### config.mk
export PLATFORM = sky130hd
export DESIGN_NAME = vdt_cell
export DESIGN_NICKNAME = d
export VERILOG_FILES = /design/src/rtl/core/vdt_pkg.sv /design/src/rtl/core/vdt_cell.sv
export SDC_FILE = /design/constraint.sdc
export NUM_CORES = 1
export LEC_CHECK = 0
export ABC_CLOCK_PERIOD_IN_PS = 7000
export BUFFER_PORTS_ARGS = -buffer_cell sky130_fd_sc_hd__buf_2
export CORE_MARGIN = 4
export CORE_UTILIZATION = 45
export DETAILED_ROUTE_END_ITERATION = 6
export PLACE_DENSITY = 0.71
export SYNTH_ARGS = -nofsm -noshare
export SYNTH_HDL_FRONTEND = slang
export SYNTH_SLANG_ARGS = --single-unit
### constraint.sdc
create_clock -name clock -period 7 [get_ports clock]
set_input_delay 0.7 -clock clock [delete_from_list [all_inputs] [get_ports clock]]
set_output_delay 0.7 -clock clock [all_outputs]
set_load 0.02 [all_outputs]
### src/rtl/core/vdt_pkg.sv
// Package of the vertex dedup table: table size, widths, key and link types, FSM states.
// Depends on nothing; every file of the block but the macro header imports it.
`default_nettype none

package vdt_pkg;

   localparam int TABLE_SIZE = 256;
   localparam int KEY_WORDS  = 8;
   localparam int WORD_W     = 32;
   localparam int IDX_W      = (TABLE_SIZE > 1) ? $clog2(TABLE_SIZE) : 1;
   localparam int CNT_W      = $clog2(TABLE_SIZE + 1);
   localparam int VIDX_W     = 8;
   localparam int CSR_AW     = 3;
   localparam int CSR_DW     = 32;

   localparam logic [IDX_W-1:0]  LAST_STEP = IDX_W'(TABLE_SIZE - 1);
   localparam logic [WORD_W-1:0] NEG_ZERO  = {1'b1, {(WORD_W-1){1'b0}}};

   typedef enum logic [0:0] {
      REG_USE_NORMAL   = 1'b0,
      REG_USE_TEXCOORD = 1'b1
   } vdt_reg_type;

   typedef logic [KEY_WORDS-1:0][WORD_W-1:0] vdt_key_type;

   typedef struct packed {
      logic             hit;
      logic [IDX_W-1:0] idx;
   } vdt_link_type;

   typedef struct packed {
      logic             load;
      logic             wr_en;
      logic [IDX_W-1:0] wr_idx;
      logic [CNT_W-1:0] count;
   } vdt_ctl_type;

   typedef enum logic [1:0] {
      ST_IDLE,
      ST_SEARCH,
      ST_FINISH
   } vdt_state_type;

   function automatic logic [WORD_W-1:0] canon_word(input logic [WORD_W-1:0] w);
      return (w == NEG_ZERO) ? '0 : w;
   endfunction

endpackage

`default_nettype wire

### src/rtl/core/vdt_cell.sv
// One table entry: stores a vertex key, compares it with the broadcast key and
// passes the first-hit link to its neighbor. Depends on vdt_pkg.
`default_nettype none

module vdt_cell import vdt_pkg::*; (
   input  wire logic         clock,
   input  wire logic [IDX_W-1:0] my_idx,
   input  wire vdt_key_type  key,
   input  wire vdt_ctl_type  ctl,
   input  wire vdt_link_type link_prev,
   output vdt_link_type      link_next
);

   vdt_key_type  entry_ff;
   vdt_link_type link_ff;
   vdt_link_type link_in;
   logic         active;
   logic         match;

   assign active = CNT_W'(my_idx) < ctl.count;
   assign match  = active && (entry_ff == key);

   always_comb begin
      link_in.hit = link_prev.hit || match;
      link_in.idx = link_prev.hit ? link_prev.idx : my_idx;
   end

   always_ff @(posedge clock) begin
      if (ctl.wr_en && (ctl.wr_idx == my_idx)) begin
         entry_ff <= key;
      end
      link_ff <= link_in;
   end

   assign link_next = link_ff;

endmodule

`default_nettype wire

==> impl.org <==
** Setup path
- Minimum setup slack among reg-to-reg paths :: 4560 ps
- Startpoint kind of the worst setup timing path :: input pin
- Slowest stage cell, crit path :: sky130_fd_sc_hd__and3_4
- The number of buffers and inverters on the critical path is 2.
- Endpoint of the worst register-to-register path :: link_next[8]
- For the worst setup path, the data arrival time is 2820 ps.
- The startpoint identified for the worst register-to-register timing path is entry_ff[3].
- The critical path in this run is classified as in -> reg.
- Number of stages on the worst setup path :: 6
- Endpoint type of the worst setup path :: register
- Depth of the most critical reg-to-reg path :: 6
- STA puts the critical path data required time at 7170 ps.
- Crit path max fanout :: 149
- The most critical setup path has its endpoint at entry_ff[240].
- The cell family contributing the most delay on the critical path is simple AND/OR/NAND/NOR gates.
- Series of cell instances along the critical path :: buf_2, xnor2_1, nand4_1, nor4_1, and3_4, buf_12
- The largest single stage delay on the critical path is 730 ps.
- Beginning of the critical path :: my_idx[0]

** Floorplan
- The die is 169 um wide.
- Vertical die dimension :: 169 um
- 302 I/O pins were placed.
- The initial utilization of the core area, before any placement, comes to 46.0%.
- Number of placement rows :: 58
- Area of the die :: 28400 um^2
- Core region area :: 25300 um^2

** GRT
- Maximum number of pins on one net before global-route repair :: 150
- For this run the aggregate overflow at the end of global routing stands at 0.
- The number of antenna violations at the first check in global routing came to 18.
- In the global route stage, met1 resource usage came out at 27.3%.
- The first global-routing pass estimated 44700 um of wire.
- Busiest metal layer after global routing :: met2
- GRT Total Usage :: 20.5%
- Met2 global-route usage :: 32.5%
- Global routing met3 resource utilization :: 6.35%
- Via count of the first global-routing pass :: 7922

** Synth
- Netlist area before placement :: 11600 um^2
- Synthesis inferred 265 register bits.
- The number of different library cells used by synthesis comes to 40.
- For this run, the register share of the synthesized area comes to 67.8%.
- The number of nets handed over by synthesis was 1105.
- Average cell area after synthesis :: 14.4 um^2
- Syn Inst Count :: 805
- Synth Warn # :: 0

** Outcome
- Status :: completed

** Clock tree
- Number of buffers inserted during clock tree synthesis :: 30
- After clock tree synthesis, the setup repair step added 0 buffers.
- CTS saw 265 sinks.
- Count of instances resized after the clock tree is built :: 0
- CTS built an H-tree with a depth of 1.
- CTS tree :: built
- Maximum clock insertion buffer count :: 3
- Clock latency on the worst-skew pair, taken at its later pin, is 550 ps.
- Clock root buffer master :: sky130_fd_sc_hd__clkbuf_16
- For this design, the CTS-stage hold fixing added 0 buffers.
- Clock slew at reported path FFs :: 60 ps

** STA
- Final number of setup-violating endpoints :: 0
- The routed design could run at a clock period as short as 2640 ps.
- The final hold violation count was 0.
- Headroom to the max-slew limit :: 41.2%
- Worst clock skew :: 8.70 ps
- Share of the cycle needed by the critical path after routing :: 37.8%
- Actual slew at the worst max-slew pin :: 859 ps
- Setup repair after global routing missed its margin :: false
- Peak Freq :: 378 MHz
- Setup tns final :: 0 ps
- The number of max-slew violations in the final report is 0.

** Cells and area
- Fraction of layout instances using a drive strength above 1 :: 30.9%
- Commonest cells after routing, fill and taps aside :: sky130_fd_sc_hd__buf_2 (300), sky130_fd_sc_hd__edfxtp_1 (256), sky130_fd_sc_hd__inv_1 (107), sky130_fd_sc_hd__xnor2_1 (91), sky130_fd_sc_hd__nor2b_1 (52)
- Compared with the post-synthesis result, the final layout area differs by 25.2%.
- Fill cells :: 2116
- Nets@finish :: 1438
- Leaving out fill and tap cells, the most frequent cell in the layout is sky130_fd_sc_hd__buf_2.
- For this run, the share of the core covered by cells in the final layout is 57.5%.

** Pwr
- Largest voltage drop on the vdd net :: 0.191 mV
- Cell internal power was estimated by the tool at 2.76 mW.
- In this run the power spent charging and discharging nets is 0.748 mW.
- Sw frac :: 21.3%
- Summed over all cells, the static leakage comes to 5.56 nW.
- Sequential fraction of design power :: 49.9%
- Combinational logic burns 6.8% of the power.
- The clock network burns 43.3% of the power.
- Dividing total power by cell area gives a power density of 242 nW/um^2.

** Placement
- Routability-driven placement finished with a final weighted congestion of 0.841.
- In this run the tool buffered the top-level ports with 300 buffer cells.
- Summed over all nets, the half-perimeter wirelength after detailed placement is 23700 um.

** Route
- Before antenna repair, the detailed router went through 4 iterations.
- After detailed routing, the number of vias per cell comes to 5.20.
- The count of nets left with antenna violations once routing finished came out at 0.
- For this run, design rule violations remaining after detail routing come to 0.
- Number of vias after detailed routing :: 7800
- The final layout contains routed wiring with a total length of 30200 um.
- WL/cell :: 20.1 um
- In this run, the number of DRC markers left after iteration 0 of detailed routing was 534.

** Min path
- The worst hold path belongs to the class in -> reg.

** Job
- Across the run, the number of max-cap violations was 0.
[layer usage]
layer | vias to the layer above | share of wire, %
met1 | 3715 | 41
met4 | 22 | 2.5
met3 | 67 | 9.6
met5 | - | 0.48
li1 | 3703 | -
met2 | 293 | 47
[cell type report]
type | instances | area (um^2) | area share [%]
Antenna cell | 8 | 20.0 | 0.138
Clock buffer | 34 | 766 | 5.27
Clock inverter | 21 | 195 | 1.34
Inverter | 107 | 402 | 2.76
Multi-Input combinational cell | 432 | 3340 | 23.0
Sequential cell | 265 | 7870 | 54.1
Tap cell | 330 | 413 | 2.84
Timing Repair Buffer | 302 | 1530 | 10.5
[power groups by stage]
stage	logic [mW]	clock network, mW	registers, mW
final	0.240	1.52	1.75
after CTS	0.241	1.56	1.75
after floorplan	0.0885	0	1.79
after detailed placement	0.240	0	1.78
after global routing	0.265	1.63	1.75
after global placement	0.233	0	1.78
[worst min path at each step]
stage | startpoint | to | slack (ps) | depth (start not counted)
floorplan | entry_ff[151] | link_next[8] | 730 | 4
global placement | entry_ff[151] | link_next[8] | 800 | 4
detailed placement | entry_ff[151] | link_next[8] | 810 | 4
CTS | key[151] | entry_ff[151] | 310 | 1
global route | key[151] | entry_ff[151] | 310 | 1
finish | key[151] | entry_ff[151] | 340 | 1
[through the flow]
stage	instance area (um^2)	total power [mW]	hold WS, ps	std cells	setup slack (ps)
final	14500	3.51	338	1499	4360
after global routing	14500	3.64	310	1497	4170
after CTS	14500	3.55	308	1491	4390
after detailed placement	13600	2.02	810	1436	3800
after global placement	13600	2.02	802	1436	3830
after floorplan	11600	1.88	730	805	2330
[flip-flops by register name, summed over array words and instances (netlist names)]
register / flops
link_next: 9
entry_ff: 256
[Yosys cell counts]
master,count,area share [%]
sky130_fd_sc_hd__a2111o_1,12,1.2
sky130_fd_sc_hd__a2111oi_0,9,0.68
sky130_fd_sc_hd__a2111oi_2,3,0.39
sky130_fd_sc_hd__a211oi_1,1,0.065
sky130_fd_sc_hd__a21o_1,1,0.065
sky130_fd_sc_hd__a21oi_1,6,0.26
sky130_fd_sc_hd__a221o_1,2,0.17
sky130_fd_sc_hd__a22o_1,10,0.75
sky130_fd_sc_hd__a22oi_1,7,0.45
sky130_fd_sc_hd__a41o_1,1,0.086
sky130_fd_sc_hd__and2b_1,1,0.065
sky130_fd_sc_hd__and3_1,1,0.054
sky130_fd_sc_hd__and4_1,1,0.075
sky130_fd_sc_hd__and4b_1,1,0.086
sky130_fd_sc_hd__clkbuf_1,1,0.032
sky130_fd_sc_hd__dfxtp_1,9,1.6
sky130_fd_sc_hd__edfxtp_1,256,66
sky130_fd_sc_hd__ha_1,7,0.75
sky130_fd_sc_hd__inv_1,107,3.5
sky130_fd_sc_hd__mux2_2,8,0.78
sky130_fd_sc_hd__nand2_1,2,0.065
sky130_fd_sc_hd__nand2b_1,41,2.2
sky130_fd_sc_hd__nand3_1,1,0.043
sky130_fd_sc_hd__nand4_1,33,1.8
sky130_fd_sc_hd__nor2_1,3,0.097
sky130_fd_sc_hd__nor2b_1,52,2.8
sky130_fd_sc_hd__nor2b_4,1,0.12
sky130_fd_sc_hd__nor3_1,1,0.043
sky130_fd_sc_hd__nor4_1,30,1.6
sky130_fd_sc_hd__nor4_2,1,0.11
sky130_fd_sc_hd__nor4bb_1,2,0.17
sky130_fd_sc_hd__o2111ai_1,12,0.91
sky130_fd_sc_hd__o211ai_1,1,0.065
sky130_fd_sc_hd__o21ai_0,1,0.043
sky130_fd_sc_hd__o221ai_1,1,0.075
sky130_fd_sc_hd__o22ai_1,38,2.0
sky130_fd_sc_hd__o2bb2ai_1,6,0.45
sky130_fd_sc_hd__or2b_2,1,0.075
sky130_fd_sc_hd__xnor2_1,91,6.9
sky130_fd_sc_hd__xor2_1,43,3.2
[kinds of logic after synthesis]
kind of cell / Yosys count / synth area share, %
buffers and inverters: 108 / 3.49
adder cells (fa/ha/maj): 7 / 0.755
AND/OR/NAND/NOR: 172 / 9.41
multiplexers: 8 / 0.776
flip-flops: 265 / 67.8
XOR/XNOR: 134 / 10.1
AO/OA/AOI/OAI: 111 / 7.67
Power figures use the tool's default switching activity.
