$ cat config.mk
export PLATFORM = sky130hd
export DESIGN_NAME = vdt_csr
export DESIGN_NICKNAME = d
export VERILOG_FILES = /design/src/rtl/core/vdt_pkg.sv /design/src/rtl/core/vdt_csr.sv
export SDC_FILE = /design/constraint.sdc
export NUM_CORES = 1
export LEC_CHECK = 0
export BUFFER_PORTS_ARGS = -buffer_cell sky130_fd_sc_hd__buf_2
export CAP_MARGIN = 20
export CORE_MARGIN = 4
export CORE_UTILIZATION = 24
export DETAILED_ROUTE_END_ITERATION = 10
export PLACE_DENSITY = 0.87
export SYNTH_ARGS = -nofsm -noshare
export SYNTH_HDL_FRONTEND = slang
export SYNTH_SLANG_ARGS = --single-unit
$ cat constraint.sdc
create_clock -name clock -period 1.6 [get_ports clock]
set_clock_uncertainty 0.15 [all_clocks]
set_input_delay 0.08 -clock clock [delete_from_list [all_inputs] [get_ports clock]]
set_output_delay 0.08 -clock clock [all_outputs]
set_load 0.005 [all_outputs]
$ cat src/rtl/core/vdt_pkg.sv
// Package of the vertex dedup table: table size, widths, key and link types, FSM states.
// Depends on nothing; every file of the block but the macro header imports it.
`default_nettype none

package vdt_pkg;

   localparam int TABLE_SIZE = 256;
   localparam int KEY_WORDS  = 8;
   localparam int WORD_W     = 32;
   localparam int IDX_W      = (TABLE_SIZE > 1) ? $clog2(TABLE_SIZE) : 1;
   localparam int CNT_W      = $clog2(TABLE_SIZE + 1);
   localparam int VIDX_W     = 8;
   localparam int CSR_AW     = 3;
   localparam int CSR_DW     = 32;

   localparam logic [IDX_W-1:0]  LAST_STEP = IDX_W'(TABLE_SIZE - 1);
   localparam logic [WORD_W-1:0] NEG_ZERO  = {1'b1, {(WORD_W-1){1'b0}}};

   typedef enum logic [0:0] {
      REG_USE_NORMAL   = 1'b0,
      REG_USE_TEXCOORD = 1'b1
   } vdt_reg_type;

   typedef logic [KEY_WORDS-1:0][WORD_W-1:0] vdt_key_type;

   typedef struct packed {
      logic             hit;
      logic [IDX_W-1:0] idx;
   } vdt_link_type;

   typedef struct packed {
      logic             load;
      logic             wr_en;
      logic [IDX_W-1:0] wr_idx;
      logic [CNT_W-1:0] count;
   } vdt_ctl_type;

   typedef enum logic [1:0] {
      ST_IDLE,
      ST_SEARCH,
      ST_FINISH
   } vdt_state_type;

   function automatic logic [WORD_W-1:0] canon_word(input logic [WORD_W-1:0] w);
      return (w == NEG_ZERO) ? '0 : w;
   endfunction

endpackage

`default_nettype wire

$ cat src/rtl/core/vdt_csr.sv
// Configuration registers use_normal and use_texcoord behind an APB-style port.
// Depends on vdt_pkg for the register codes and bus widths.
`default_nettype none

module vdt_csr import vdt_pkg::*; (
   input  wire logic              clock,
   input  wire logic              reset,
   input  wire logic              csr_psel,
   input  wire logic              csr_penable,
   input  wire logic              csr_pwrite,
   input  wire logic [CSR_AW-1:0] csr_paddr,
   input  wire logic [CSR_DW-1:0] csr_pwdata,
   output logic [CSR_DW-1:0]      csr_prdata,
   output logic                   csr_pready,
   output logic                   use_normal,
   output logic                   use_texcoord
);

   vdt_reg_type reg_sel;
   logic        wr_go;
   logic        use_normal_ff;
   logic        use_normal_in;
   logic        use_texcoord_ff;
   logic        use_texcoord_in;

   assign reg_sel    = vdt_reg_type'(csr_paddr[2]);
   assign csr_pready = 1'b1;
   assign wr_go      = csr_psel && csr_penable && csr_pwrite;

   always_comb begin
      use_normal_in   = use_normal_ff;
      use_texcoord_in = use_texcoord_ff;
      if (wr_go) begin
         unique case (reg_sel)
            REG_USE_NORMAL:   use_normal_in   = csr_pwdata[0];
            REG_USE_TEXCOORD: use_texcoord_in = csr_pwdata[0];
            default:          use_normal_in   = use_normal_ff;
         endcase
      end
   end

   always_comb begin
      unique case (reg_sel)
         REG_USE_NORMAL:   csr_prdata = CSR_DW'(use_normal_ff);
         REG_USE_TEXCOORD: csr_prdata = CSR_DW'(use_texcoord_ff);
         default:          csr_prdata = '0;
      endcase
   end

   always_ff @(posedge clock) begin
      if (reset) begin
         use_normal_ff   <= 1'b1;
         use_texcoord_ff <= 1'b1;
      end else begin
         use_normal_ff   <= use_normal_in;
         use_texcoord_ff <= use_texcoord_in;
      end
   end

   assign use_normal   = use_normal_ff;
   assign use_texcoord = use_texcoord_ff;

endmodule

`default_nettype wire

==> flow_metrics.py, run 1 <==
metrics = {
    "cells_and_area": {
        "synthToLayoutAreaGrowth_pct": -3.26,
        "mostFrequentLayoutCells": "conb_1 (32), buf_2 (9), nor2_1 (3), clkbuf_4 (3), dlygate4sd3_1 (3)",
        "drive_gt1_frac": 0.228,
        "final_nets": 99,
        "layout_commonest_cell": "conb_1",
        "n_antenna_cell": 0,
        "fillers": 154,
    },
    "clocking": {
        "path_clk_slew_ns": 0.03,
        "cts_sinks": 2,
        "cts_root_buffer": "clkbuf_4",
        "cts-htree-levels": 1,
        "cts_setup_buffers": 0,
        "cts_buffers": 3,
        "insertion_delay_ns": 0.23,
        "cts-resized-gates": 0,
        "cts_buffer_depth": 2,
        "cts_tree": "yes",
    },
    "setup_path": {
        "critPathArrivalTime_ns": 1.46,
        "path_max_fanout": 3,
        "critPathRequiredTime_ns": 1.56,
        "startpoint_type": "input pin",
        "crit_type": "in2reg",
        "endpoint_kind": "register",
    },
    "outcome": {
        "outcome": "completed",
    },
    "route": {
        "wirelength_um": 556,
        "vias": 218,
        "first_pass_iters": 1,
        "first_iter_violations": 0,
        "route.detailed.drc": 0,
        "ant_nets": 0,
        "wire_per_inst_um": 7.72,
        "vias_per_cell": 3.03,
    },
    "placement": {
        "port_buffers": 9,
        "routabilityCongestion": 0.602,
        "dp.final_hpwl_um": 442,
        "preCtsSetupSlack_ns": 0.692,
    },
    "floorplanning": {
        "die_area_um2": 2110,
        "rows": 13,
        "io_pins": 75,
        "die_x_um": 45.9,
        "start_util": 0.259,
        "coreArea_um2": 1330,
        "dieHeight_um": 45.9,
    },
    "yosys": {
        "netlist_area_um2": 345,
        "synth_seq_area_share": 0.116,
        "ys_ff_latch": 2,
        "yosysUniqueCellTypes": 8,
        "netlist_instances": 44,
        "avgSynthCellArea_um2": 7.85,
        "ys_warn_count": 0,
    },
    "timing": {
        "drv_slew": 0,
        "finalCritPeriodShare": 0.932,
        "min_period_ns": 1.49,
        "maxClockFrequency_mhz": 671,
        "setup_viol": 0,
        "final_hold_viol_count": 0,
        "rsz0062_at_grt": "false",
        "tns_ns": 0,
        "setup_ws_ns": 0.109,
    },
    "global_route": {
        "grt_usage": 0.0508,
        "overflow": 0,
        "grt_pass1_wl_um": 572,
        "grt_max_degree": 4,
        "grt_pass1_vias": 156,
        "antenna_found_initial": 0,
    },
    "run": {
        "drv_cap": 0,
    },
    "power": {
        "p_leak_nw": 0.205,
        "power.density_nw_per_um2": 633,
        "peakVddDrop_v": 0.000238,
    },
    "hold_path": {
        "holdCritPathClass": "in2reg",
    },
}
## metrics by stage
stage	cells	instance area (um2)	hold WS, ns	power [mW]	utilization
floorplan	74	458	0.0923	0.130	-
global placement	66	282	0.206	0.0843	0.211
detailed placement	66	282	0.211	0.0852	0.211
CTS	72	334	0.00705	0.216	0.250
global route	72	334	0.0234	0.236	0.250
finish	72	334	0.0285	0.212	0.250
## synthesized netlist by cell type
library cell / instances / area, um2
nand4_1: 1 / 6.26
nand4b_1: 1 / 8.76
dfxtp_1: 2 / 40.0
nor2_1: 3 / 11.3
conb_1: 2 / 7.51
buf_4: 32 / 240
mux2_2: 1 / 11.3
mux2i_1: 2 / 20.0
## final cells by class
class	count	area (um2)	share of cell area
clock buffer	3	22.5	0.0674
multi-input combinational	40	178	0.532
sequential	2	40.0	0.120
tap	15	18.8	0.0562
timing repair buffer	12	75.1	0.225
## routing by layer
layer  track usage  vias to the layer above  wire (um)
met5             0                        -          0
met4         0.102                        0         27
met1        0.0208                       87        110
met3        0.0277                        2        120
li1              -                       99          -
met2        0.0824                       30        296
## final timing paths
check          startpoint            to  slack (ns)  cells past startpoint
max reg2reg    use_normal    use_normal        0.81                      2
min           csr_penable  use_texcoord        0.03                      3
max                 reset    use_normal        0.11                      5
min reg2reg  use_texcoord  use_texcoord        0.41                      2
## critical path: stages
cell and delay (ns):
dlygate4sd3_1 0.53, buf_2 0.13, nor2_1 0.07, dlygate4sd3_1 0.58, mux2i_1 0.07
## registers in the layout (all words and copies together), names as in the netlist
| register | cells |
|---|---|
| use_normal | 1 |
| use_texcoord | 1 |
## kinds of logic after synthesis
kind of cell	share of synthesized area
flip-flops	0.116
other	0.0217
multiplexers	0.0906
AND/OR/NAND/NOR	0.0761
buffers and inverters	0.696
## power breakdown
group / switching, mW / internal (mW) / leakage, nW
registers: 0.000777 / 0.0514 / 0.0163
logic: 0.0261 / 0.0141 / 0.175
clock network: 0.0359 / 0.0833 / 0.0138
## repair_timing
item | 4_1_cts | 5_1_grt
hold buffers | 3 | 0
endpoints found under the hold margin | 2 | 0
setup endpoints to repair | 0 | 0
(Power assumes the default switching activity.)
==> inputs of run 2 (changes only) <==
Settings changed: CORE_MARGIN 4 to default, REMOVE_ABC_BUFFERS from default to 1.
==> run 2 against run 1 <==
- final cell count down 1.4%
- die area shrank 24%
- clock-buffer cell count unchanged
- routed wire length decreased by 29%
- critical path type unchanged
- first-iteration DRC count stayed put
- largest cell class unchanged
- non-clock buffer count down 1
- critical path depth unchanged
- sequential share of layout area is 0.37 points higher
- maximum frequency down 2.1%
- power decreased by 5.6%
==> flow_metrics.py, run 2 (synthesis results as in run 1) <==
metrics = {
    "outcome": {
        "outcome": "completed",
    },
    "timing": {
        "tns_ns": 0,
        "maxClockFrequency_mhz": 656,
        "finalCritPeriodShare": 0.952,
        "min_period_ns": 1.52,
        "final_hold_viol_count": 0,
        "setup_viol": 0,
        "drv_slew": 0,
        "setup_ws_ns": 0.0761,
        "rsz0062_at_grt": "false",
    },
    "clocking": {
        "cts_buffer_depth": 2,
        "cts_setup_buffers": 0,
        "path_clk_slew_ns": 0.03,
        "cts_sinks": 2,
        "insertion_delay_ns": 0.22,
        "cts_root_buffer": "clkbuf_4",
        "cts-htree-levels": 1,
        "cts_buffers": 3,
        "cts_tree": "yes",
    },
    "global_route": {
        "grt_pass1_wl_um": 489,
        "antenna_found_initial": 0,
        "grt_pass1_vias": 144,
        "grt_max_degree": 4,
        "grt_usage": 0.0529,
        "overflow": 0,
    },
    "placement": {
        "routabilityCongestion": 0.647,
        "placed_cells": 66,
        "port_buffers": 9,
        "dp.final_hpwl_um": 334,
        "preCtsSetupSlack_ns": 0.689,
        "post_dp_cell_area_um2": 282,
    },
    "floorplanning": {
        "coreArea_um2": 1320,
        "rows": 13,
        "dieHeight_um": 39.9,
        "start_util": 0.262,
        "io_pins": 75,
        "die_x_um": 39.9,
        "die_area_um2": 1590,
    },
    "setup_path": {
        "startpoint_type": "input pin",
        "worstReg2RegStart": "use_normal",
        "critPathArrivalTime_ns": 1.48,
        "crit_type": "in2reg",
        "r2r_cells": 3,
        "endpoint_kind": "register",
        "reg2reg_to": "use_normal",
        "critPathRequiredTime_ns": 1.56,
        "path_max_fanout": 2,
        "reg2reg_slack_ns": 0.31,
    },
    "cells_and_area": {
        "seq_area_um2": 40.0,
        "drive_gt1_frac": 0.232,
        "fin_cells": 71,
        "final_area_um2": 324,
        "layout_commonest_cell": "conb_1",
        "multi_input_area_um2": 178,
        "synthToLayoutAreaGrowth_pct": -6.16,
        "mostFrequentLayoutCells": "conb_1 (32), buf_2 (9), nor2_1 (3), clkbuf_4 (3)",
        "final_nets": 98,
        "fillers": 150,
        "n_antenna_cell": 0,
    },
    "route": {
        "route.detailed.drc": 0,
        "wirelength_um": 392,
        "vias": 218,
        "wire_per_inst_um": 5.52,
        "first_iter_violations": 0,
        "first_pass_iters": 1,
        "vias_per_cell": 3.07,
        "ant_nets": 0,
    },
    "run": {
        "drv_cap": 0,
    },
    "power": {
        "peakVddDrop_v": 0.000369,
        "p_leak_nw": 0.197,
        "power.density_nw_per_um2": 616,
        "total_power_mw": 0.200,
    },
    "hold_path": {
        "min-delay-start": "csr_penable",
        "worstHoldEndpoint": "use_texcoord",
        "holdCritPathClass": "in2reg",
        "hold_depth": 3,
    },
}
## run 2: cell count changes in the layout (fill, tap and decap cells not counted), sizes merged
cell         before  now
dlygate4sd3       3    2
## run 2: per-layer routing
layer,up-vias,GRT usage,part of all wire
met5,-,0,0
met4,0,0.0776,0
met3,0,0.0222,0.16
met2,24,0.0968,0.64
met1,95,0.0299,0.20
li1,99,-,-
## run 2: how the worst max path moves through the flow
stage | startpoint | to | cells past startpoint
2_1_floorplan | use_texcoord | csr_prdata[0] | 1
3_3_place_gp | use_texcoord | csr_prdata[0] | 2
3_5_place_dp | use_texcoord | csr_prdata[0] | 2
4_1_cts | csr_pwdata[0] | use_normal | 5
5_1_grt | csr_pwdata[0] | use_normal | 5
6_report | csr_pwdata[0] | use_normal | 5
## run 2: report_power, final
part	internal, mW	leakage (nW)	total, mW	switching (mW)
Combinational	0.0116	0.167	0.0362	0.0247
Sequential	0.0514	0.0163	0.0522	0.000753
Clock	0.0828	0.0138	0.111	0.0286
Total	0.146	0.197	0.200	0.0540
## run 2: per-stage QoR
step           utilization  hold WS (ns)
2_1_floorplan            -        0.0923
3_3_place_gp         0.214         0.205
3_5_place_dp         0.214         0.211
4_1_cts              0.246        0.0201
5_1_grt              0.246        0.0417
6_report             0.246        0.0231
## run 2: layout make-up
cell class                 count  share of cell area
timing repair buffer          11               0.201
sequential                     2               0.124
clock buffer                   3              0.0695
multi-input combinational     40               0.548
tap                           15              0.0579
## run 2: repair_timing
item	4_1_cts	5_1_grt
hold endpoints to repair	1	0
gates resized for setup	0	0
hold buffers	2	0
## run 2: critical path: stages
cell           delay (ns)
dlygate4sd3_1        0.53
buf_2                0.12
nor2_1               0.13
mux2i_1              0.08
dlygate4sd3_1        0.55
