--- src/rtl/core/vdt_pkg.sv ---
// Package of the vertex dedup table: table size, widths, key and link types, FSM states.
// Depends on nothing; every file of the block but the macro header imports it.
`default_nettype none

package vdt_pkg;

   localparam int TABLE_SIZE = 256;
   localparam int KEY_WORDS  = 8;
   localparam int WORD_W     = 32;
   localparam int IDX_W      = (TABLE_SIZE > 1) ? $clog2(TABLE_SIZE) : 1;
   localparam int CNT_W      = $clog2(TABLE_SIZE + 1);
   localparam int VIDX_W     = 8;
   localparam int CSR_AW     = 3;
   localparam int CSR_DW     = 32;

   localparam logic [IDX_W-1:0]  LAST_STEP = IDX_W'(TABLE_SIZE - 1);
   localparam logic [WORD_W-1:0] NEG_ZERO  = {1'b1, {(WORD_W-1){1'b0}}};

   typedef enum logic [0:0] {
      REG_USE_NORMAL   = 1'b0,
      REG_USE_TEXCOORD = 1'b1
   } vdt_reg_type;

   typedef logic [KEY_WORDS-1:0][WORD_W-1:0] vdt_key_type;

   typedef struct packed {
      logic             hit;
      logic [IDX_W-1:0] idx;
   } vdt_link_type;

   typedef struct packed {
      logic             load;
      logic             wr_en;
      logic [IDX_W-1:0] wr_idx;
      logic [CNT_W-1:0] count;
   } vdt_ctl_type;

   typedef enum logic [1:0] {
      ST_IDLE,
      ST_SEARCH,
      ST_FINISH
   } vdt_state_type;

   function automatic logic [WORD_W-1:0] canon_word(input logic [WORD_W-1:0] w);
      return (w == NEG_ZERO) ? '0 : w;
   endfunction

endpackage

`default_nettype wire

--- src/rtl/core/vdt_ctrl.sv ---
// Sequencer of the vertex dedup table: input handshake, search timing, entry count,
// table writes and the result register. Depends on vdt_pkg.
`default_nettype none

module vdt_ctrl import vdt_pkg::*; (
   input  wire logic         clock,
   input  wire logic         reset,
   input  wire logic         req_valid,
   input  wire logic         req_new_mesh,
   output logic              req_ready,
   input  wire vdt_link_type result,
   output vdt_ctl_type       ctl,
   output logic              rsp_valid,
   input  wire logic         rsp_ready,
   output logic [VIDX_W-1:0] rsp_vertex_index,
   output logic              rsp_was_new,
   output logic              rsp_table_full
);

   vdt_state_type     state_ff;
   vdt_state_type     state_in;
   logic [IDX_W-1:0]  step_ff;
   logic [IDX_W-1:0]  step_in;
   logic [CNT_W-1:0]  count_ff;
   logic [CNT_W-1:0]  count_in;
   logic              rsp_valid_ff;
   logic              rsp_valid_in;
   logic [VIDX_W-1:0] rsp_index_ff;
   logic [VIDX_W-1:0] rsp_index_in;
   logic              rsp_new_ff;
   logic              rsp_new_in;
   logic              rsp_full_ff;
   logic              rsp_full_in;
   logic              slot_free;
   logic              load;
   logic              finish_go;
   logic              full;
   logic              store;

   assign slot_free = !rsp_valid_ff || rsp_ready;
   assign full      = count_ff == CNT_W'(TABLE_SIZE);
   assign store     = finish_go && !result.hit && !full;

   always_comb begin
      state_in = state_ff;
      unique case (state_ff)
         ST_IDLE:   if (req_valid) begin
            state_in = ST_SEARCH;
         end
         ST_SEARCH: if (step_ff == LAST_STEP) begin
            state_in = ST_FINISH;
         end
         ST_FINISH: if (slot_free) begin
            state_in = ST_IDLE;
         end
         default:   state_in = ST_IDLE;
      endcase
   end

   always_comb begin
      req_ready = 1'b0;
      load      = 1'b0;
      finish_go = 1'b0;
      unique case (state_ff)
         ST_IDLE: begin
            req_ready = 1'b1;
            load      = req_valid;
         end
         ST_SEARCH: begin
            req_ready = 1'b0;
         end
         ST_FINISH: begin
            finish_go = slot_free;
         end
         default: begin
            req_ready = 1'b0;
         end
      endcase
   end

   always_comb begin
      step_in = (state_ff == ST_SEARCH) ? step_ff + 1'b1 : '0;

      count_in = count_ff;
      if (load && req_new_mesh) begin
         count_in = '0;
      end else if (store) begin
         count_in = count_ff + 1'b1;
      end

      rsp_valid_in = rsp_valid_ff;
      if (finish_go) begin
         rsp_valid_in = 1'b1;
      end else if (rsp_ready) begin
         rsp_valid_in = 1'b0;
      end

      rsp_index_in = rsp_index_ff;
      rsp_new_in   = rsp_new_ff;
      rsp_full_in  = rsp_full_ff;
      if (finish_go) begin
         priority if (result.hit) begin
            rsp_index_in = VIDX_W'(result.idx);
            rsp_new_in   = 1'b0;
            rsp_full_in  = 1'b0;
         end else if (full) begin
            rsp_index_in = '0;
            rsp_new_in   = 1'b0;
            rsp_full_in  = 1'b1;
         end else begin
            rsp_index_in = VIDX_W'(count_ff);
            rsp_new_in   = 1'b1;
            rsp_full_in  = 1'b0;
         end
      end
   end

   always_ff @(posedge clock) begin
      if (reset) begin
         state_ff     <= ST_IDLE;
         step_ff      <= '0;
         count_ff     <= '0;
         rsp_valid_ff <= 1'b0;
      end else begin
         state_ff     <= state_in;
         step_ff      <= step_in;
         count_ff     <= count_in;
         rsp_valid_ff <= rsp_valid_in;
      end
   end

   always_ff @(posedge clock) begin
      rsp_index_ff <= rsp_index_in;
      rsp_new_ff   <= rsp_new_in;
      rsp_full_ff  <= rsp_full_in;
   end

   always_comb begin
      ctl.load   = load;
      ctl.wr_en  = store;
      ctl.wr_idx = count_ff[IDX_W-1:0];
      ctl.count  = count_ff;
   end

   assign rsp_valid        = rsp_valid_ff;
   assign rsp_vertex_index = rsp_index_ff;
   assign rsp_was_new      = rsp_new_ff;
   assign rsp_table_full   = rsp_full_ff;

endmodule

`default_nettype wire

--- config.mk ---
export PLATFORM = sky130hd
export DESIGN_NAME = vdt_ctrl
export DESIGN_NICKNAME = d
export VERILOG_FILES = /design/src/rtl/core/vdt_pkg.sv /design/src/rtl/core/vdt_ctrl.sv
export SDC_FILE = /design/constraint.sdc
export NUM_CORES = 1
export LEC_CHECK = 0
export BUFFER_PORTS_ARGS = -buffer_cell sky130_fd_sc_hd__buf_2
export CORE_ASPECT_RATIO = 2
export CORE_MARGIN = 2
export CORE_UTILIZATION = 49
export CTS_CLUSTER_SIZE = 40
export DETAILED_ROUTE_END_ITERATION = 12
export PLACE_DENSITY = 0.78
export SLEW_MARGIN = 20
export SYNTH_ARGS = -nofsm -noshare
export SYNTH_HDL_FRONTEND = slang
export SYNTH_SLANG_ARGS = --single-unit
--- constraint.sdc ---
create_clock -name clock -period 2.5 [get_ports clock]
set_clock_uncertainty 0.15 [all_clocks]
set_input_delay 0.25 -clock clock [delete_from_list [all_inputs] [get_ports clock]]
set_output_delay 0.25 -clock clock [all_outputs]
set_load 0.01 [all_outputs]
==> flow_summary_export.csv, run 1 <==
group,metric,value,unit
timing,final-hold-violation-count,0,
pwr,irDropWorstVdd,0.428,mV
cts,cts-htree-levels,2,
layout,antennaDiodeCount,0,
hold_path,hp-class,"primary input to flop",
place,gp_congestion,0.761,
grt,grt_pass1_vias,1134,
detailed_routing,drtPass1Iterations,4,
detailed_routing,drt-initial-drc-count,20,
timing,maxSlewViolCount,0,
timing,setup_viol,0,
detailed_routing,antenna_left,0,
place,dp_hpwl,2360,µm
cts,clk_pin_slew,0.06,ns
synthesis,syn_area_per_cell,10.1,µm²
cts,cts_tree,"done",
setup_path,cp-end-kind,"primary output",
cts,ctsResizeCount,0,
timing,rsz0062_at_grt,"no",
grt,grt_overflow_total,0,
setup_path,cp.arrival,1.87,ns
synthesis,syn_nets,155,
layout,nFillCells,246,
floorplan,die-width,41.6,µm
place,port_buffers,44,
pwr,powerDensity,557,nW/µm²
timing,worst_pin_slew,0.513,ns
setup_path,cp-start-kind,"flop",
layout,area_delta_synth_final,18.9,%
setup_path,cp_slowest_cell,"dfxtp_1",
floorplan,start_util,50.7,%
layout,final_cells,208,
floorplan,die_y,79.3,µm
detailed_routing,avgRoutedWirePerCell,14.2,µm
setup_path,r2r-start,"count_ff[0]$_SDFFE_PP0P_",
cts,clockBufferDepth,2,
cts,hold_buffers,0,
floorplan,die_area,3300,µm²
setup_path,crit_chain,"inv_1 -> ha_1 -> nor4bb_1 -> a21oi_1 -> and2_1 -> buf_2",
status,status,"finished, final reports clean",
synthesis,ys_types,36,
floorplan,rows,27,
layout,multi_input_area,589,µm²
layout,final_cell_mix,"buf_2 (44), dfxtp_1 (20), nand2_1 (13)",
detailed_routing,drc_errors,0,
layout,final_common_cell,"buf_2",
hold_path,holdCritStartpoint,"reset",
synthesis,synthArstFlopShare,0,%
job,max_cap_viol_count,0,
synthesis,syn_inst,138,
detailed_routing,wirelength,2960,µm
grt,track_usage,20.3,%
timing,relSlewSlack,65.7,%
setup_path,critPathKind,"flop to primary output",
timing,timing.fmax,440,MHz
grt,grt_antenna_before_repair,0,
setup_path,startpoint,"count_ff[0]$_SDFFE_PP0P_",
cts,cts_buffers,5,
synthesis,synth_warnings,0,
layout,nNetsFinal,195,
floorplan,ioPinCount,45,
floorplan,coreArea,2740,µm²
setup_path,crit_fanout,7,
synthesis,yosys_register_bits,30,
timing,setup_tns,0,ns
pwr,p_leak,0.693,nW
detailed_routing,route.vias.total,1148,
synthesis,ys.flop_type,"dfxtp_1",
setup_path,critPathRequiredTime,2.10,ns
grt,grt_max_degree,15,
timing,period_share,91.0,%
cts,cts-root-buf,"clkbuf_8",
synthesis,synth_edf_count,10,
grt,grt_pass1_wl,5020,µm
pwr,power.total,0.000919,W
cts,cts.sinks,30,
layout,final-seq-area,701,µm²
synthesis,syn_area,1390,µm²
detailed_routing,viasPerCell,5.52,
setup_path,slowest_delay,0.42,ns
synthesis,ys_seq_area_share,50.5,%
place,placed_cells,200,
timing,min_period,2.27,ns
cts,cts_setup_buffers,0,
cts,insertion_delay,0.29,ns
layout,drive_above_1_share,33.0,%
-- layout make-up --
class | instances | area share [%]
multi-input cells | 92 | 35.7
clock buffers | 5 | 4.17
inverters | 5 | 1.14
flip-flops and latches | 30 | 42.5
well taps | 29 | 2.20
clock inverters | 3 | 0.986
repair buffers | 44 | 13.3
-- critical path: cells and delay by family, from the launching register on --
kind	cells	cell delay, ns
and+or+nand+nor	2	0.39
buffers and inverters	2	0.24
AOI/OAI and AO/OA	1	0.35
DFF	1	0.42
adders and majority gates	1	0.19
-- worst paths after layout --
check,endpoint,depth (start not counted),slack [ns]
max,ctl[17],6,0.23
min,rsp_valid$_SDFFE_PP0P_,2,0.02
min reg2reg,step_ff[0]$_SDFF_PP0_,1,0.30
max reg2reg,count_ff[8]$_SDFFE_PP0P_,5,0.49
-- flip-flops by register name, summed over array words and instances, names as in the netlist --
signal            count
rsp_was_new           1
rsp_valid             1
rsp_vertex_index      8
state_ff              2
step_ff               8
rsp_table_full        1
count_ff              9
-- cell families after synthesis --
| logic type | synth area share [%] |
|---|---|
| simple gates | 21.8 |
| mux | 4.69 |
| fa+ha+maj | 2.71 |
| buf+inv | 7.03 |
| flops | 50.5 |
| xor+xnor | 4.42 |
| compound gates | 8.84 |
-- Yosys cell counts (all sizes together) (4+ instances only) --
cell    count  area, µm²
nand3       5       25.0
xnor2       4       35.0
dfxtp      20        400
inv         5       18.8
a21oi       6       30.0
edfxtp     10        300
buf        10       75.1
o21ai       6       30.0
mux2        4       45.0
nand2      13       48.8
nor2       12       45.0
-- metrics by stage --
| step | util (%) | hold slack, ns | instance area, µm² | setup WS [ns] |
|---|---|---|---|---|
| floorplan | - | 0.169 | 1390 | 0.540 |
| global placement | 57.2 | 0.277 | 1570 | 0.564 |
| detailed placement | 57.2 | 0.293 | 1570 | 0.497 |
| CTS | 60.3 | 0.0158 | 1650 | 0.233 |
| global route | 60.3 | 0.0218 | 1650 | 0.0652 |
| finish | 60.3 | 0.0227 | 1650 | 0.226 |
-- per-layer routing --
metal / vias up / global-route usage, % / wire length (µm) / share of wire [%]
met4: 0 / 7.74 / 44 / 1.5
li1: 564 / - / - / -
met2: 35 / 39.7 / 1750 / 59
met1: 546 / 17.7 / 983 / 33
met5: - / 0 / 0 / 0
met3: 3 / 7.73 / 179 / 6.1
-- power breakdown --
group	leakage (nW)	switching (W)	internal, W	total [W]
sequential	0.250	0.00000256	0.000505	0.000508
combinational	0.401	0.0000224	0.0000199	0.0000422
clock	0.0416	0.000180	0.000190	0.000369
No activity file was read; power rests on OpenSTA's default activity.
==> run 2, diff against run 1 <==
--- a/config.mk
+++ b/config.mk
@@ -11,7 +11,9 @@
 export CORE_UTILIZATION = 49
 export CTS_CLUSTER_SIZE = 40
 export DETAILED_ROUTE_END_ITERATION = 12
-export PLACE_DENSITY = 0.78
+export GPL_TIMING_DRIVEN = 0
+export HOLD_SLACK_MARGIN = 0.06
+export PLACE_DENSITY = 0.83
 export SLEW_MARGIN = 20
 export SYNTH_ARGS = -nofsm -noshare
 export SYNTH_HDL_FRONTEND = slang
==> run 2 against run 1 <==
  * Wire length grew 3.2%
  * Count of clock-buffer cells in the layout is 1 higher
  * Largest power group unchanged
  * Highest routed layer unchanged
  * Combinational power up 8.1%
==> flow_summary_export.csv, run 2 (synthesized netlist as in run 1, its figures left out) <==
group,metric,value,unit
place,dp_hpwl,2410,µm
pwr,irDropWorstVdd,0.422,mV
timing,worst_pin_slew,0.557,ns
place,gp_congestion,0.716,
grt,grt_overflow_total,0,
timing,maxSlewViolCount,0,
cts,cts-htree-levels,2,
layout,final_cell_mix,"buf_2 (44), dfxtp_1 (20), nand2_1 (13)",
setup_path,cp-end-kind,"primary output",
layout,area_delta_synth_final,25.8,%
hold_path,worstHoldPathCells,3,
timing,relSlewSlack,62.7,%
grt,grt_antenna_before_repair,0,
cts,clockBufferDepth,2,
place,place_area,1640,µm²
layout,drive_above_1_share,36.6,%
floorplan,rows,27,
cts,cts_tree,"done",
layout,top_register,"count_ff",
cts,cts_buffers,5,
setup_path,timing.rr.end,"count_ff[8]$_SDFFE_PP0P_",
pwr,powerDensity,526,nW/µm²
place,port_buffers,44,
layout,final_common_cell,"buf_2",
layout,largest_register_ffs,9,
place,post-place-ws,0.366,ns
detailed_routing,viasPerCell,5.49,
setup_path,crit_chain,"inv_1 -> ha_1 -> nor4bb_2 -> a21oi_2 -> and2_1 -> buf_4 -> buf_2",
setup_path,crit_buf_inv,3,
floorplan,die-width,41.6,µm
setup_path,worst-path-stages,7,
setup_path,reg2reg_slack,0.47,ns
setup_path,cp.arrival,1.92,ns
pwr,p_leak,0.756,nW
grt,grt_max_degree,14,
floorplan,ioPinCount,45,
detailed_routing,avgRoutedWirePerCell,13.9,µm
setup_path,cp-start-kind,"flop",
grt,grt_pass1_wl,5090,µm
setup_path,critPathTopFamily,"flip-flops",
grt,grt_pass1_vias,1255,
cts,cts-root-buf,"clkbuf_8",
layout,nFillCells,235,
detailed_routing,drtPass1Iterations,4,
cts,cts.sinks,30,
setup_path,reg2regPathDepth,5,
detailed_routing,wirelength,3050,µm
grt,track_usage,20.4,%
timing,period_share,92.9,%
setup_path,cp_slowest_cell,"dfxtp_1",
layout,final_design_area_no_fill,1750,µm²
timing,setup_tns,0,ns
layout,post-route-util,63.8,%
floorplan,die_area,3300,µm²
floorplan,start_util,50.7,%
setup_path,startpoint,"count_ff[0]$_SDFFE_PP0P_",
cts,clk_pin_slew,0.06,ns
detailed_routing,route.vias.total,1208,
layout,nNetsFinal,207,
timing,whs,0.0965,ns
setup_path,critPathRequiredTime,2.10,ns
timing,worst_slack,0.177,ns
layout,antennaDiodeCount,0,
timing,rsz0062_at_grt,"no",
cts,insertion_delay,0.29,ns
detailed_routing,drc_errors,0,
hold_path,hp-class,"primary input to flop",
setup_path,slowest_delay,0.43,ns
floorplan,coreArea,2740,µm²
timing,final-hold-violation-count,0,
timing,min_period,2.32,ns
cts,cts_setup_buffers,0,
detailed_routing,antenna_left,0,
timing,setup_viol,0,
setup_path,cp-endpoint,"ctl[17]",
setup_path,r2r-start,"count_ff[0]$_SDFFE_PP0P_",
detailed_routing,drt-initial-drc-count,22,
status,status,"finished, final reports clean",
timing,timing.fmax,430,MHz
floorplan,die_y,79.3,µm
setup_path,critPathKind,"flop to primary output",
job,max_cap_viol_count,0,
setup_path,crit_fanout,7,
[run 2: cell count changes in the layout (fill, tap and decap cells not counted), sizes merged]
cell         before  now
buf              44   54
clkbuf            5    7
clkinvlp          1    0
dlygate4sd3       0    1
[run 2: worst min path at each step]
stage	start	end
after global placement	step_ff[0]$_SDFF_PP0_	step_ff[0]$_SDFF_PP0_
after detailed placement	step_ff[0]$_SDFF_PP0_	step_ff[0]$_SDFF_PP0_
after floorplan	reset	rsp_valid$_SDFFE_PP0P_
after global routing	result[1]	rsp_vertex_index[1]$_DFFE_PP_
after CTS	result[2]	rsp_vertex_index[2]$_DFFE_PP_
final	result[2]	rsp_vertex_index[2]$_DFFE_PP_
[run 2: what timing repair did]
action	4_1_cts	5_1_grt
setup endpoints to repair	0	1
hold buffers	1	0
endpoints found under the hold margin	1	0
gates resized for setup	0	2
[run 2: worst reg2reg max path: cells and delay by family, from the launching register on]
family        cells  cell delay [ns]
fa+ha+maj         1             0.22
flops             1             0.43
simple gates      4             1.19
[run 2: stage by stage]
step / power (W) / std cells
final: 0.000918 / 220
after detailed placement: 0.000563 / 211
after global placement: 0.000561 / 211
after floorplan: 0.000542 / 138
after CTS: 0.000922 / 220
after global routing: 0.000951 / 220
[run 2: cell type report]
cell class                      instances  area (µm²)  area share (%)
Multi-Input combinational cell         92         599            34.3
Timing Repair Buffer                   45         230            13.2
Clock inverter                          2        8.76           0.502
Tap cell                               29        36.3            2.08
Inverter                                5        18.8            1.08
Clock buffer                            6        72.6            4.16
Sequential cell                        30         701            40.1
Buffer                                 11        78.8            4.52
[run 2: power by group]
part	switching [W]	total [W]	internal, W
Clock	0.000174	0.000365	0.000191
Combinational	0.0000230	0.0000456	0.0000226
Sequential	0.00000260	0.000508	0.000505
Total	0.000200	0.000918	0.000718
[run 2: metal layers]
metal	GRT usage [%]	part of all wire, %
met4	16.1	4.8
met2	36.9	56
met5	0	0
met1	16.9	33
met3	7.27	6.2
==> run 3, diff against run 2 <==
--- a/config.mk
+++ b/config.mk
@@ -14,6 +14,7 @@
 export GPL_TIMING_DRIVEN = 0
 export HOLD_SLACK_MARGIN = 0.06
 export PLACE_DENSITY = 0.83
+export SETUP_SLACK_MARGIN = 0.2
 export SLEW_MARGIN = 20
 export SYNTH_ARGS = -nofsm -noshare
 export SYNTH_HDL_FRONTEND = slang
==> constraint.sdc (replaced) <==
create_clock -name clock -period 2.3 [get_ports clock]
set_clock_uncertainty 0.15 [all_clocks]
set_input_delay 0.23 -clock clock [delete_from_list [all_inputs] [get_ports clock]]
set_output_delay 0.23 -clock clock [all_outputs]
set_load 0.01 [all_outputs]
==> run 3 against run 2 <==
  * Worst setup slack gained 0.12 ns
  * Via count grew 3.1%
  * Final cell count grew 1.4%
  * Critical endpoint unchanged
  * Largest power group unchanged
  * Sequential share of layout area shrank 0.83 points
  * Global-route usage grew 1.2 points
  * Worst hold slack lost 0.020 ns
  * Count of clock-buffer cells in the layout is the same
  * Final area grew 3.0%
  * Largest cell class unchanged
  * Wire length grew 4.4%
  * Utilization grew 1.9 points
  * Die area is the same
==> flow_summary_export.csv, run 3 (synthesized netlist as in run 1, its figures left out) <==
group,metric,value,unit
status,status,"finished, final reports clean",
floorplan,start_util,50.7,%
grt,grt_overflow_total,0,
detailed_routing,wirelength,3190,µm
cts,insertion_delay,0.29,ns
cts,clk_pin_slew,0.06,ns
timing,maxSlewViolCount,0,
place,port_buffers,44,
pwr,powerDensity,556,nW/µm²
detailed_routing,drc_errors,0,
cts,cts_buffers,5,
floorplan,die-width,41.6,µm
layout,antennaDiodeCount,0,
timing,worst_slack,0.294,ns
layout,nNetsFinal,210,
detailed_routing,viasPerCell,5.59,
layout,final_common_cell,"buf_2",
timing,rsz0062_at_grt,"no",
floorplan,ioPinCount,45,
timing,min_period,2.01,ns
grt,grt_pass1_wl,5370,µm
grt,grt_pass1_vias,1287,
setup_path,cp-start-kind,"flop",
timing,period_share,87.2,%
detailed_routing,drt-initial-drc-count,21,
layout,area_delta_synth_final,29.6,%
grt,met3_usage,7.27,%
pwr,p_leak,0.766,nW
place,place_area,1640,µm²
timing,setup_tns,0,ns
floorplan,rows,27,
setup_path,critPathKind,"flop to primary output",
place,post-place-ws,0.186,ns
setup_path,critPathRequiredTime,1.92,ns
cts,clockBufferDepth,2,
grt,grt_max_degree,13,
timing,setup_viol,0,
setup_path,cp.arrival,1.63,ns
timing,worst_pin_slew,0.552,ns
cts,cts-root-buf,"clkbuf_8",
layout,drive_above_1_share,42.3,%
grt,busiest_layer,"met2",
floorplan,die_y,79.3,µm
layout,largest_register_ffs,9,
place,gp_congestion,0.716,
detailed_routing,antenna_left,0,
cts,cts-htree-levels,2,
floorplan,die_area,3300,µm²
grt,grt_use_met1,17.8,%
setup_path,crit_fanout,7,
cts,cts_tree,"done",
timing,whs,0.0765,ns
timing,final-hold-violation-count,0,
layout,final_cell_mix,"buf_2 (44), dfxtp_1 (17), nand2_1 (13), buf_4 (13), nor2_1 (12)",
timing,relSlewSlack,63.0,%
detailed_routing,avgRoutedWirePerCell,14.3,µm
floorplan,coreArea,2740,µm²
place,dp_hpwl,2410,µm
detailed_routing,route.vias.total,1246,
hold_path,hp-class,"primary input to flop",
setup_path,reg2reg_slack,0.33,ns
pwr,irDropWorstVdd,0.459,mV
grt,track_usage,21.6,%
layout,top_register,"count_ff",
detailed_routing,drtPass1Iterations,4,
setup_path,cp-end-kind,"primary output",
grt,grt_antenna_before_repair,0,
grt,grt_use_met2,39.2,%
cts,cts.sinks,30,
timing,timing.fmax,499,MHz
layout,final_design_area_no_fill,1800,µm²
job,max_cap_viol_count,0,
## run 3: timing repair
action / 4_1_cts / 5_1_grt
endpoints found under the setup margin: 1 / 1
setup buffers: 2 / 1
hold buffers: 1 / 0
resized for setup: 8 / 5
pin swaps: 1 / 1
hold endpoints to repair: 1 / 0
cloned: 0 / 0
## run 3: worst max-delay path, stage by stage (launching register included)
cell	delay (ns)
dfxtp_4	0.36
inv_2	0.06
ha_2	0.17
nor4bb_4	0.23
a21oi_2	0.10
and2_4	0.18
buf_4	0.12
buf_2	0.13
## run 3: path summary, 6_finish.rpt
path | from | cells past startpoint | endpoint
worst min-delay path | result[2] | 3 | rsp_vertex_index[2]$_DFFE_PP_
worst min register to register | step_ff[0]$_SDFF_PP0_ | 1 | step_ff[0]$_SDFF_PP0_
worst max register to register | count_ff[1]$_SDFFE_PP0P_ | 5 | count_ff[8]$_SDFFE_PP0P_
worst max-delay path | count_ff[0]$_SDFFE_PP0P_ | 7 | ctl[17]
## run 3: final cells by class
| class | instances | area (µm²) |
|---|---|---|
| repair buffers | 48 | 253 |
| clock inverters | 2 | 8.76 |
| flip-flops and latches | 30 | 707 |
| multi-input cells | 92 | 619 |
| fillers | 224 | 938 |
| well taps | 29 | 36.3 |
| inverters | 5 | 22.5 |
| plain buffers | 11 | 78.8 |
| clock buffers | 6 | 72.6 |
## run 3: layer usage
| metal | routed length (µm) | vias to the layer above |
|---|---|---|
| met2 | 1780 | 47 |
| met1 | 1030 | 584 |
| met5 | 0 | - |
| met3 | 184 | 17 |
| met4 | 193 | 0 |
| li1 | - | 598 |
## run 3: through the flow
step / instances / util (%) / power (W)
after global placement: 211 / 60.1 / 0.000610
after floorplan: 138 / - / 0.000589
final: 223 / 65.7 / 0.00100
after detailed placement: 211 / 60.1 / 0.000612
after CTS: 222 / 65.2 / 0.00100
after global routing: 223 / 65.7 / 0.00104
## run 3: power breakdown
group          internal (W)  switching, W  total (W)  leakage, nW
Combinational     0.0000267     0.0000261  0.0000528        0.472
Clock              0.000207      0.000189   0.000396       0.0426
Sequential         0.000548    0.00000280   0.000551        0.252
Total              0.000782      0.000218    0.00100        0.766
